### src/design/rotation_matrix_to_quaternion_top_macros.svh
// Assertion macros shared by the rotation matrix to quaternion design.
// Each macro expects clk and rst_n in scope and reports through $error.
`ifndef ROTATION_MATRIX_TO_QUATERNION_TOP_MACROS_SVH
`define ROTATION_MATRIX_TO_QUATERNION_TOP_MACROS_SVH

// Same-cycle implication.
`define RMQ_ASSERT_IMPL(lbl, ante, cons, msg) \
  lbl: assert property (@(posedge clk) disable iff (!rst_n) (ante) |-> (cons)) else $error(msg);

// Next-cycle implication.
`define RMQ_ASSERT_NEXT(lbl, ante, cons, msg) \
  lbl: assert property (@(posedge clk) disable iff (!rst_n) (ante) |=> (cons)) else $error(msg);

`endif

### src/design/rmq_sqrt.sv
// Pipelined integer square root, one root bit per register stage.
// Carries a sideband tag alongside; uses no package items.
`timescale 1ns / 1ps

module rmq_sqrt #(
  parameter int LANES = 1,
  parameter int IN_W  = 4,
  parameter int TAG_W = 1
) (
  input  logic                          clk,
  input  logic                          rst_n,
  input  logic                          en,
  input  logic                          in_valid,
  input  logic [LANES-1:0][IN_W-1:0]    in_rad,
  input  logic [TAG_W-1:0]              in_tag,
  output logic                          out_valid,
  output logic [LANES-1:0][IN_W/2-1:0]  out_root,
  output logic [TAG_W-1:0]              out_tag
);

  localparam int ROOT_W = IN_W / 2;
  localparam int REM_W  = ROOT_W + 2;
  localparam int STEPS  = ROOT_W;

  logic [STEPS-1:0]               vld_r;
  logic [STEPS-1:0]               vld_nxt;
  logic [LANES-1:0][IN_W-1:0]     opd_r    [STEPS];
  logic [LANES-1:0][REM_W-1:0]    rem_r    [STEPS];
  logic [LANES-1:0][ROOT_W-1:0]   root_r   [STEPS];
  logic [TAG_W-1:0]               tag_r    [STEPS];
  logic [LANES-1:0][IN_W-1:0]     opd_nxt  [STEPS];
  logic [LANES-1:0][REM_W-1:0]    rem_nxt  [STEPS];
  logic [LANES-1:0][ROOT_W-1:0]   root_nxt [STEPS];
  logic [TAG_W-1:0]               tag_nxt  [STEPS];
  logic [LANES-1:0][IN_W-1:0]     opd_src  [STEPS];
  logic [LANES-1:0][REM_W-1:0]    rem_src  [STEPS];
  logic [LANES-1:0][ROOT_W-1:0]   root_src [STEPS];

  for (genvar k = 0; k < STEPS; k++) begin : g_step
    if (k == 0) begin : g_first
      assign vld_nxt[k]  = in_valid;
      assign opd_src[k]  = in_rad;
      assign rem_src[k]  = '0;
      assign root_src[k] = '0;
      assign tag_nxt[k]  = in_tag;
    end else begin : g_next
      assign vld_nxt[k]  = vld_r[k-1];
      assign opd_src[k]  = opd_r[k-1];
      assign rem_src[k]  = rem_r[k-1];
      assign root_src[k] = root_r[k-1];
      assign tag_nxt[k]  = tag_r[k-1];
    end

    for (genvar l = 0; l < LANES; l++) begin : g_lane
      logic [REM_W-1:0] rem_sh;
      logic [REM_W-1:0] trial;
      logic             ge;

      // Bring down the next two operand bits and try root*4+1.
      assign rem_sh = {rem_src[k][l][REM_W-3:0], opd_src[k][l][IN_W-1 -: 2]};
      assign trial  = {root_src[k][l], 2'b01};
      assign ge     = (rem_sh >= trial);
      assign rem_nxt[k][l]  = ge ? (rem_sh - trial) : rem_sh;
      assign root_nxt[k][l] = {root_src[k][l][ROOT_W-2:0], ge};
      assign opd_nxt[k][l]  = {opd_src[k][l][IN_W-3:0], 2'b00};
    end
  end

  always_ff @(posedge clk) begin
    if (!rst_n) begin
      vld_r <= '0;
    end else if (en) begin
      vld_r <= vld_nxt;
    end
  end

  always_ff @(posedge clk) begin
    if (en) begin
      opd_r  <= opd_nxt;
      rem_r  <= rem_nxt;
      root_r <= root_nxt;
      tag_r  <= tag_nxt;
    end
  end

  assign out_valid = vld_r[STEPS-1];
  assign out_root  = root_r[STEPS-1];
  assign out_tag   = tag_r[STEPS-1];

endmodule

### config.mk
export PLATFORM = sky130hd
export DESIGN_NAME = rmq_sqrt
export DESIGN_NICKNAME = d
export VERILOG_FILES = /design/src/design/rotation_matrix_to_quaternion_top_macros.svh /design/src/design/rmq_sqrt.sv
export SDC_FILE = /design/constraint.sdc
export NUM_CORES = 1
export LEC_CHECK = 0
export ABC_AREA = 1
export BUFFER_PORTS_ARGS = -buffer_cell sky130_fd_sc_hd__buf_2
export CAP_MARGIN = 20
export CORE_AREA = 2 2 39 41
export DETAILED_ROUTE_END_ITERATION = 12
export DIE_AREA = 0 0 41 43
export SYNTH_ARGS = -nofsm -noshare
export SYNTH_HDL_FRONTEND = slang
export SYNTH_SLANG_ARGS = --single-unit
### constraint.sdc
create_clock -name clk -period 1.2 [get_ports clk]
set_input_delay 0.12 -clock clk [delete_from_list [all_inputs] [get_ports clk]]
set_output_delay 0.12 -clock clk [all_outputs]
set_load 0.02 [all_outputs]
==> impl_metrics.json <==
{
  "status": "completed",
  "hp-start": "in_tag",
  "num_antenna_cells": 0,
  "cp-end-kind": "register",
  "postCtsSetupRepairBufs": 0,
  "insertion_delay_ns": 0.26,
  "worstPathMaxFanout": 1,
  "synth_edf_count": 9,
  "synthCells": 31,
  "cap_violations": 0,
  "cts_buffer_depth": 2,
  "hold_class": "input pin to register",
  "ys.flop_type": "edfxtp_1",
  "grt_pass1_wl_um": 938,
  "post_synth_num_cell_types": 9,
  "synthTopCellsByArea": "edfxtp_1, dfxtp_1, nand2_1, inv_1, nor2_1",
  "drive_gt1_share_pct": 34.0,
  "vdd_ir_drop_max_mv": 0.592,
  "tritoncts": "done",
  "synth_largest_area_cell": "edfxtp_1",
  "max_stage_delay_ns": 0.38,
  "clk_pin_slew_ns": 0.07,
  "setup_viol": 0,
  "h-tree-depth": 1,
  "syn_to_final_growth_pct": 26.6,
  "ios": 13,
  "pre_cts_ws_ns": 0.158,
  "ys_seq_elements": 11,
  "syn-num-nets": 41,
  "place_area_um2": 480,
  "fin_nets": 58,
  "viasPerCell": 4.16,
  "fmax_ghz": 0.959,
  "async_flop_share_pct": 0,
  "overflow": 0,
  "cts_resized": 0,
  "firstDrtPassIters": 2,
  "rows": 14,
  "fin_crit_sh_pct": 86.9,
  "dieArea_um2": 1760,
  "p_leak_nw": 0.231,
  "worst_pin_slew_ns": 0.271,
  "cts-root-buf": "clkbuf_4",
  "start_kind": "register",
  "power_density_nw_per_um2": 1500,
  "reg2reg_slack_ns": 0.16,
  "portBuffers": 12,
  "coreArea_um2": 1380,
  "grt_max_degree": 14,
  "cp.required_ns": 1.21,
  "routed_wl_um": 581,
  "place.gp.congestion": 0.632,
  "routedWlPerCell_um": 9.22,
  "crit_chain": "ha_1 -> o21ai_0 -> nand2_1",
  "synth_area_um2": 400,
  "ys_warn_count": 0,
  "fin_tns_setup_ns": 0,
  "worst_path_max_delay_cell": "edfxtp_1",
  "drc": 0,
  "hpwl_um": 424,
  "hold-worst-slack_ns": 0.0361,
  "critical_path_arrival_ns": 1.06,
  "cp-startpoint": "g_step[1].g_lane[0].rem_sh[2]$_DFFE_PP_",
  "clock-sinks": 11,
  "ys_seq_area_share_pct": 77.5,
  "r2r-start": "g_step[1].g_lane[0].rem_sh[2]$_DFFE_PP_",
  "maxSlewViolCount": 0,
  "synthTopCellsByCount": "edfxtp_1, nand2_1, inv_1, nor2_1, dfxtp_1",
  "initial_core_util_pct": 28.9,
  "critical_path_class": "register to register",
  "hold_viol": 0,
  "die_h_um": 43,
  "die_x_um": 41,
  "antenna_left": 0,
  "hold_buffers": 0,
  "rsz0062_at_grt": "false",
  "fin_area_um2": 507,
  "antenna_found_initial": 0,
  "drt_iter0_markers": 4,
  "synth_top_area_share_pct": 67.5,
  "avgSynthCellArea_um2": 12.9,
  "route.vias.total": 262,
  "grt_pass1_vias": 256,
  "fin_skew_ns": 0.000916,
  "worst_slew_margin_rel_pct": 81.9,
  "grt_util_all_layers_pct": 8.81,
  "finalCriticalPeriod_ns": 1.04,
  "numCtsBuffers": 3,
  "fin_ws_ns": 0.157,
  "synth_most_common_cell": "edfxtp_1"
}
[kinds of logic after synthesis]
kind of cell               count (synthesis)  synth area share [%]
and+or+nand+nor                           13                  13.4
DFF                                       11                  77.5
buffers and inverters                      5                  4.69
AOI/OAI and AO/OA                          1                  1.25
adders and majority gates                  1                  3.12
[worst max-delay path, delay by kind of cell (launching register included)]
kind            cells  cell delay, ns
flops               1            0.38
fa+ha+maj           1            0.29
simple gates        1            0.06
compound gates      1            0.07
[through the flow]
step	std cells	util, %	power, mW
2_1_floorplan	31	-	0.494
3_3_place_gp	59	34.7	0.526
3_5_place_dp	59	34.7	0.530
4_1_cts	63	36.6	0.774
5_1_grt	63	36.6	0.807
6_report	63	36.6	0.759
[layer usage]
layer | track usage [%] | share of wire (%) | vias up
met2 | 14.4 | 59 | 7
met1 | 7.56 | 35 | 120
li1 | - | - | 133
met3 | 4.71 | 5.3 | 2
met4 | 6.00 | 0.69 | 0
met5 | 0 | 0 | -
[path summary, 6_finish.rpt]
| path | cells past startpoint | endpoint |
|---|---|---|
| max | 3 | out_root[0]$_DFFE_PP_ |
| min | 1 | tag_nxt[0]$_DFFE_PP_ |
| max reg2reg | 3 | out_root[0]$_DFFE_PP_ |
| min reg2reg | 0 | out_tag$_DFFE_PP_ |
[cell type report]
| class | instances | area, µm² |
|---|---|---|
| Tap cell | 16 | 20.0 |
| Timing Repair Buffer | 12 | 60.1 |
| Clock buffer | 4 | 26.3 |
| Multi-Input combinational cell | 15 | 71.3 |
| Sequential cell | 11 | 310 |
| Inverter | 5 | 18.8 |
| Fill cell | 148 | 877 |
[registers in the layout, summed over array words and instances, names as in the netlist]
register	cells
tag_nxt	1
out_tag	1
vld_r	2
out_root	2
g_step.g_lane.rem_sh	4
g_step.g_lane.trial	1
[layout by cell type, fill, tap and decap left out, drive strengths merged]
master | Yosys | final
o21ai | 1 | 1
dfxtp | 2 | 2
nor2 | 6 | 6
edfxtp | 9 | 9
ha | 1 | 1
nand2 | 6 | 6
clkbuf | 0 | 4
inv | 5 | 5
buf | 0 | 12
or2 | 1 | 1
[where the power goes]
| part | internal (mW) | total, mW | leakage (nW) | switching [mW] |
|---|---|---|---|---|
| logic | 0.0264 | 0.0663 | 0.113 | 0.0399 |
| clock network | 0.128 | 0.239 | 0.0150 | 0.110 |
| registers | 0.445 | 0.454 | 0.104 | 0.00872 |
| total | 0.600 | 0.759 | 0.231 | 0.159 |
Power figures use the tool's default switching activity.
