--- config.mk ---
export PLATFORM = sky130hd
export DESIGN_NAME = rmq_div
export DESIGN_NICKNAME = d
export VERILOG_FILES = /design/src/design/rotation_matrix_to_quaternion_top_macros.svh /design/src/design/rmq_div.sv
export SDC_FILE = /design/constraint.sdc
export NUM_CORES = 1
export LEC_CHECK = 0
export ABC_CLOCK_PERIOD_IN_PS = 1400
export BUFFER_PORTS_ARGS = -buffer_cell sky130_fd_sc_hd__buf_2
export CELL_PAD_IN_SITES_DETAIL_PLACEMENT = 2
export CELL_PAD_IN_SITES_GLOBAL_PLACEMENT = 2
export CORE_AREA = 2 2 48 50
export CTS_CLUSTER_SIZE = 30
export DETAILED_ROUTE_END_ITERATION = 8
export DIE_AREA = 0 0 50 52
export PLACE_DENSITY_LB_ADDON = 0.1
export SLEW_MARGIN = 20
export SYNTH_ARGS = -nofsm -noshare
export SYNTH_HDL_FRONTEND = slang
export SYNTH_SLANG_ARGS = --single-unit
--- constraint.sdc ---
create_clock -name clk -period 1.4 [get_ports clk]
set_input_delay 0.07 -clock clk [delete_from_list [all_inputs] [get_ports clk]]
set_output_delay 0.07 -clock clk [all_outputs]
set_load 0.005 [all_outputs]
--- src/design/rotation_matrix_to_quaternion_top_macros.svh ---
// Assertion macros shared by the rotation matrix to quaternion design.
// Each macro expects clk and rst_n in scope and reports through $error.
`ifndef ROTATION_MATRIX_TO_QUATERNION_TOP_MACROS_SVH
`define ROTATION_MATRIX_TO_QUATERNION_TOP_MACROS_SVH

// Same-cycle implication.
`define RMQ_ASSERT_IMPL(lbl, ante, cons, msg) \
  lbl: assert property (@(posedge clk) disable iff (!rst_n) (ante) |-> (cons)) else $error(msg);

// Next-cycle implication.
`define RMQ_ASSERT_NEXT(lbl, ante, cons, msg) \
  lbl: assert property (@(posedge clk) disable iff (!rst_n) (ante) |=> (cons)) else $error(msg);

`endif

--- src/design/rmq_div.sv ---
// Pipelined restoring divider, one quotient bit per register stage.
// Lanes share one divisor; a sideband tag travels along. No package items used.
`timescale 1ns / 1ps

module rmq_div #(
  parameter int LANES = 1,
  parameter int N_W   = 4,
  parameter int D_W   = 2,
  parameter int Q_W   = 2,
  parameter int TAG_W = 1
) (
  input  logic                        clk,
  input  logic                        rst_n,
  input  logic                        en,
  input  logic                        in_valid,
  input  logic [LANES-1:0][N_W-1:0]   in_num,
  input  logic [D_W-1:0]              in_den,
  input  logic [TAG_W-1:0]            in_tag,
  output logic                        out_valid,
  output logic [LANES-1:0][Q_W-1:0]   out_quo,
  output logic [D_W-1:0]              out_den,
  output logic [TAG_W-1:0]            out_tag
);

  localparam int CMP_W = D_W + Q_W;

  logic [Q_W-1:0]               vld_r;
  logic [Q_W-1:0]               vld_nxt;
  logic [LANES-1:0][CMP_W-1:0]  rem_r   [Q_W];
  logic [LANES-1:0][Q_W-1:0]    quo_r   [Q_W];
  logic [D_W-1:0]               den_r   [Q_W];
  logic [TAG_W-1:0]             tag_r   [Q_W];
  logic [LANES-1:0][CMP_W-1:0]  rem_nxt [Q_W];
  logic [LANES-1:0][Q_W-1:0]    quo_nxt [Q_W];
  logic [D_W-1:0]               den_nxt [Q_W];
  logic [TAG_W-1:0]             tag_nxt [Q_W];
  logic [LANES-1:0][CMP_W-1:0]  rem_src [Q_W];
  logic [LANES-1:0][Q_W-1:0]    quo_src [Q_W];

  for (genvar k = 0; k < Q_W; k++) begin : g_step
    logic [CMP_W-1:0] dsh;

    if (k == 0) begin : g_first
      assign vld_nxt[k] = in_valid;
      assign den_nxt[k] = in_den;
      assign tag_nxt[k] = in_tag;
      assign quo_src[k] = '0;
      for (genvar l = 0; l < LANES; l++) begin : g_load
        assign rem_src[k][l] = CMP_W'(in_num[l]);
      end
    end else begin : g_next
      assign vld_nxt[k] = vld_r[k-1];
      assign den_nxt[k] = den_r[k-1];
      assign tag_nxt[k] = tag_r[k-1];
      assign quo_src[k] = quo_r[k-1];
      assign rem_src[k] = rem_r[k-1];
    end

    // Stage k settles quotient bit Q_W-1-k.
    assign dsh = CMP_W'(den_nxt[k]) << (Q_W - 1 - k);

    for (genvar l = 0; l < LANES; l++) begin : g_lane
      logic ge;
      assign ge = (rem_src[k][l] >= dsh);
      assign rem_nxt[k][l] = ge ? (rem_src[k][l] - dsh) : rem_src[k][l];
      assign quo_nxt[k][l] = {quo_src[k][l][Q_W-2:0], ge};
    end
  end

  always_ff @(posedge clk) begin
    if (!rst_n) begin
      vld_r <= '0;
    end else if (en) begin
      vld_r <= vld_nxt;
    end
  end

  always_ff @(posedge clk) begin
    if (en) begin
      rem_r <= rem_nxt;
      quo_r <= quo_nxt;
      den_r <= den_nxt;
      tag_r <= tag_nxt;
    end
  end

  assign out_valid = vld_r[Q_W-1];
  assign out_quo   = quo_r[Q_W-1];
  assign out_den   = den_r[Q_W-1];
  assign out_tag   = tag_r[Q_W-1];

endmodule

==> flow_metrics.env, run 1 <==
export IMPL_htreeDepth=1
export IMPL_worstHoldStart="rst_n"
export IMPL_skew_ns=0.00408
export IMPL_cts_sinks=15
export IMPL_ir_drop_mv=0.399
export IMPL_tightest_slew_ns=0.353
export IMPL_drc=0
export IMPL_die_y_um=52
export IMPL_synth_edf_count=13
export IMPL_fin_tns_setup_ns=0
export IMPL_dp_hpwl_um=862
export IMPL_p_sw_mw=0.194
export IMPL_antenna_found_initial=0
export IMPL_max_freq_mhz=860
export IMPL_grt_busiest_layer="met2"
export IMPL_synth_warnings=0
export IMPL_first_pass_iters=4
export IMPL_finalCriticalPeriod_ns=1.16
export IMPL_max_cap_violations=0
export IMPL_end_kind="flip-flop"
export IMPL_clk_latency_ns=0.27
export IMPL_power_total_mw=0.889
export IMPL_p_seq_frac=0.611
export IMPL_grt_setup_unrepaired="false"
export IMPL_vias=393
export IMPL_rr_worst_depth=3
export IMPL_cts_buffers_inserted=3
export IMPL_crit_required_ns=1.43
export IMPL_syn_area_um2=639
export IMPL_clkTransAtPathRegs_ns=0.09
export IMPL_synth_distinct_cells=16
export IMPL_grt_util_met1=0.119
export IMPL_r2r_start="den_nxt[0]"
export IMPL_syn_num_nets=57
export IMPL_synth_seq_cells=15
export IMPL_clockPowerShare=0.266
export IMPL_synth_most_common_cell="edfxtp_1"
export IMPL_area_growth_pct=26.8
export IMPL_met2_usage=0.167
export IMPL_powerDensity_mw_per_mm2=1100
export IMPL_clk_path_buf_depth=2
export IMPL_grt_pass1_wl_um=1860
export IMPL_slowest_delay_ns=0.40
export IMPL_power_leakage_nw=0.351
export IMPL_p_comb_frac=0.123
export IMPL_core_area_mm2=0.00211
export IMPL_setup_viol=0
export IMPL_final_max_slew_viol_count=0
export IMPL_grt_pass1_vias=421
export IMPL_synth_top_area_frac=0.611
export IMPL_whs_path_depth=2
export IMPL_chipWidth_um=50
export IMPL_io_pins=17
export IMPL_vias_per_cell=4.27
export IMPL_drtIter0Drc=2
export IMPL_crit_slowest_cell="edfxtp_1"
export IMPL_cts_setup_buffers=0
export IMPL_path_cells="ha_1, o21ai_0, nand2_1"
export IMPL_routed_wl_um=1100
export IMPL_clockRootBuffer="clkbuf_4"
export IMPL_hold_violations=0
export IMPL_grt_start_max_net_pins=16
export IMPL_seq_area_frac_synth=0.673
export IMPL_crit_type="reg2reg"
export IMPL_r2r_end="out_quo[0]"
export IMPL_fp_row_count=17
export IMPL_ys_flop_type="edfxtp_1"
export IMPL_cts_resized=0
export IMPL_use_met3=0.0259
export IMPL_synth_area_leaders="edfxtp_1 (61%), ha_1 (7.8%), dfxtp_1 (6.3%)"
export IMPL_synth_area_per_cell_um2=15.6
export IMPL_yosys_area_top_type="edfxtp_1"
export IMPL_wire_per_inst_um=12.0
export IMPL_gp_congestion=0.618
export IMPL_whs_endpoint="vld_r[1]"
export IMPL_antenna_left=0
export IMPL_status="completed"
export IMPL_p_int_mw=0.695
export IMPL_start_util=0.304
export IMPL_swShare=0.218
export IMPL_drive_above_1_share=0.328
export IMPL_cts_tree="built"
export IMPL_die_area_mm2=0.00260
export IMPL_hold_class="in2reg"
export IMPL_crit_fanout=2
export IMPL_gr_total_overflow=0
export IMPL_post_route_period_util=0.830
export IMPL_track_usage=0.101
export IMPL_synth_commonest_cells="edfxtp_1 (13), inv_1 (6), ha_1 (4), mux2i_1 (4)"
export IMPL_netlist_instances=41
export IMPL_n_antenna_cell=0
export IMPL_worstPathArrival_ns=1.19
export IMPL_layout_nets=81
export IMPL_relSlewSlack=0.765
export IMPL_reg2reg_slack_ns=0.24
export IMPL_critPathLaunchType="flip-flop"
export IMPL_synthArstFlopShare=0
export IMPL_io_buffers=16
cells by family after synthesis:
family	share of synthesized area
flip-flops	0.673
AND/OR/NAND/NOR	0.0881
buffers and inverters	0.0352
adder cells (fa/ha/maj)	0.110
multiplexers	0.0626
AO/OA/AOI/OAI	0.0176
XOR/XNOR	0.0137
state kept, by name, summed over array words and instances (netlist names):
signal / count
quo_nxt: 1
rem_r: 4
out_quo: 2
out_tag: 1
den_nxt: 2
vld_r: 2
out_den: 2
tag_nxt: 1
stage by stage:
stage / instances / hold slack, ns / utilization / instance area, um^2 / worst slack, ns
CTS: 92 / 0.0170 / 0.385 / 811 / 0.230
finish: 92 / 0.0192 / 0.385 / 811 / 0.238
global placement: 85 / 0.249 / 0.358 / 754 / 0.0821
detailed placement: 85 / 0.250 / 0.358 / 754 / 0.106
floorplan: 41 / 0.169 / - / 639 / 0.291
global route: 92 / 0.0168 / 0.385 / 811 / 0.162
layout by cell type, fill, tap and decap left out, types with 2 or more instances in the layout:
master / synthesis / layout
dfxtp_1: 2 / 2
ha_1: 4 / 4
nor2b_1: 2 / 2
dlygate4sd3_1: 0 / 3
buf_2: 0 / 16
mux2i_1: 4 / 4
clkbuf_4: 0 / 3
inv_1: 6 / 6
edfxtp_1: 13 / 13
layout make-up:
cell class / instances / area (um^2)
Fill cell: 221 / 1290
Sequential cell: 15 / 430
Multi-Input combinational cell: 20 / 186
Timing Repair Buffer: 19 / 110
Tap cell: 28 / 35.0
Clock buffer: 4 / 26.3
Inverter: 6 / 22.5
worst max-delay path, delay by kind of cell, from the launching register on:
kind                       cells  cell delay, ns
and+or+nand+nor                1            0.07
AOI/OAI and AO/OA              1            0.16
adders and majority gates      1            0.29
DFF                            1            0.40
worst max path at each step:
stage	startpoint	end	slack, ns	cells after the start
after floorplan	in_num[1]	rem_r[7]	0.29	5
after global routing	rem_r[4]	out_quo[0]	0.16	4
after CTS	den_nxt[0]	out_quo[0]	0.23	3
after global placement	in_num[1]	rem_r[7]	0.08	6
final	den_nxt[0]	out_quo[0]	0.24	3
after detailed placement	in_num[1]	rem_r[7]	0.11	6
layer usage:
metal	vias up	share of wire
li1	192	-
met5	-	0
met3	2	0.053
met4	0	0.011
met2	11	0.53
met1	188	0.40
power groups by stage:
stage	logic, mW	registers [mW]	clock network [mW]
after detailed placement	0.106	0.555	0
final	0.110	0.543	0.236
after floorplan	0.0533	0.551	0
after global placement	0.103	0.550	0
after CTS	0.113	0.544	0.246
after global routing	0.128	0.546	0.280
repair_timing:
action	CTS	global route
hold buffers	3	0
hold endpoints to repair	3	0
endpoints found under the setup margin	0	0
Note: power is estimated with default switching activity, not from simulation.
==> inputs of run 2 (changes only) <==
ABC_CLOCK_PERIOD_IN_PS = 1100   (was 1400)
clock period = 1.1 ns   (was 1.4 ns; I/O delays follow)
==> flow_metrics.env, run 2 (synthesized netlist as in run 1, its figures left out) <==
export IMPL_status="completed"
export IMPL_core_area_mm2=0.00211
export IMPL_gp_congestion=0.660
export IMPL_dp_hpwl_um=812
export IMPL_numPlacedInstances=88
export IMPL_post_route_period_util=0.995
export IMPL_max_freq_mhz=914
export IMPL_area_growth_pct=32.3
export IMPL_finalCriticalPeriod_ns=1.09
export IMPL_setup_ws_ns=0.00537
export IMPL_wire_per_inst_um=10.7
export IMPL_max_cap_violations=0
export IMPL_grt_pass1_vias=428
export IMPL_hold_class="in2reg"
export IMPL_gr_total_overflow=0
export IMPL_power_total_mw=1.16
export IMPL_largest_reg_flops=4
export IMPL_clk_latency_ns=0.28
export IMPL_final_max_slew_viol_count=0
export IMPL_grt_pass1_wl_um=1770
export IMPL_first_pass_iters=2
export IMPL_grt_start_max_net_pins=16
export IMPL_skew_ns=0.00292
export IMPL_chipWidth_um=50
export IMPL_mostFrequentLayoutCell="buf_2"
export IMPL_routed_wl_um=1030
export IMPL_fin_tns_setup_ns=0
export IMPL_hold_violations=0
export IMPL_setup_viol=0
export IMPL_crit_fanout=2
export IMPL_n_antenna_cell=0
export IMPL_stdcell_count=96
export IMPL_io_pins=17
export IMPL_final_cell_mix="buf_2 (16), edfxtp_1 (13), inv_1 (6)"
export IMPL_drc=0
export IMPL_vias=406
export IMPL_crit_required_ns=1.14
export IMPL_critPathLaunchType="flip-flop"
export IMPL_power_leakage_nw=0.371
export IMPL_end_kind="flip-flop"
export IMPL_layout_nets=85
export IMPL_drive_above_1_share=0.382
export IMPL_drtIter0Drc=4
export IMPL_crit_type="reg2reg"
export IMPL_clk_path_buf_depth=2
export IMPL_antenna_found_initial=0
export IMPL_tightest_slew_ns=0.328
export IMPL_antenna_left=0
export IMPL_fp_row_count=17
export IMPL_grt_setup_unrepaired="true"
export IMPL_clkTransAtPathRegs_ns=0.09
export IMPL_clockRootBuffer="clkbuf_4"
export IMPL_cts_tree="built"
export IMPL_htreeDepth=1
export IMPL_cts_buffers_inserted=3
export IMPL_worstPathArrival_ns=1.14
export IMPL_io_buffers=16
export IMPL_cts_sinks=15
export IMPL_die_y_um=52
export IMPL_seq_area_um2=430
export IMPL_pre_cts_ws_ns=-0.147
export IMPL_ir_drop_mv=0.764
export IMPL_relSlewSlack=0.781
export IMPL_start_util=0.304
export IMPL_die_area_mm2=0.00260
export IMPL_largest_register="rem_r"
export IMPL_powerDensity_mw_per_mm2=1370
export IMPL_fillers=227
export IMPL_vias_per_cell=4.23
export IMPL_multi_input_area_um2=191
export IMPL_track_usage=0.0966
run 2: changes by cell type in the layout (fill, tap and decap cells not counted), sizes merged:
cell / before / now
buf: 16 / 20
run 2: layout make-up:
| cell class | count | share of cell area |
|---|---|---|
| well taps | 28 | 0.0414 |
| inverters | 6 | 0.0266 |
| multi-input cells | 20 | 0.226 |
| clock buffers | 4 | 0.0311 |
| flip-flops and latches | 15 | 0.509 |
| repair buffers | 23 | 0.166 |
run 2: repair_timing:
action | in CTS | in global routing
buffers inserted | 0 | 1
gates resized for setup | 1 | 1
pin swaps | 0 | 2
setup endpoints to repair | 1 | 1
hold buffers | 3 | 0
endpoints found under the hold margin | 3 | 0
run 2: per-stage QoR:
step	instance area, um^2	util	hold WS (ns)
5_1_grt	846	0.402	0.0577
3_5_place_dp	777	0.369	0.234
6_report	846	0.402	0.0606
2_1_floorplan	639	-	0.154
4_1_cts	833	0.396	0.0415
3_3_place_gp	777	0.369	0.233
run 2: path summary, 6_finish.rpt:
check | depth (start not counted) | start | slack, ns | to
setup / recovery | 3 | den_nxt[0] | 0.005 | out_quo[0]
hold / removal | 3 | in_valid | 0.06 | vld_r[0]
setup reg to reg | 3 | den_nxt[0] | 0.005 | out_quo[0]
hold reg to reg | 0 | tag_nxt[0] | 0.42 | out_tag
run 2: worst max-delay path: stages (launching register included):
cell      delay (ns)
edfxtp_1        0.40
ha_1            0.29
o21ai_1         0.12
nand2_1         0.06
run 2: routing by layer:
metal,up-vias,track usage,wire (um)
met4,0,0.0556,27
li1,199,-,-
met2,11,0.164,557
met1,194,0.103,395
met5,-,0,0
met3,2,0.0345,50
run 2: power by group:
| part | total [mW] | switching (mW) | internal [mW] | leakage, nW |
|---|---|---|---|---|
| registers | 0.690 | 0.0152 | 0.675 | 0.143 |
| logic | 0.157 | 0.0726 | 0.0844 | 0.213 |
| clock network | 0.310 | 0.169 | 0.141 | 0.0150 |
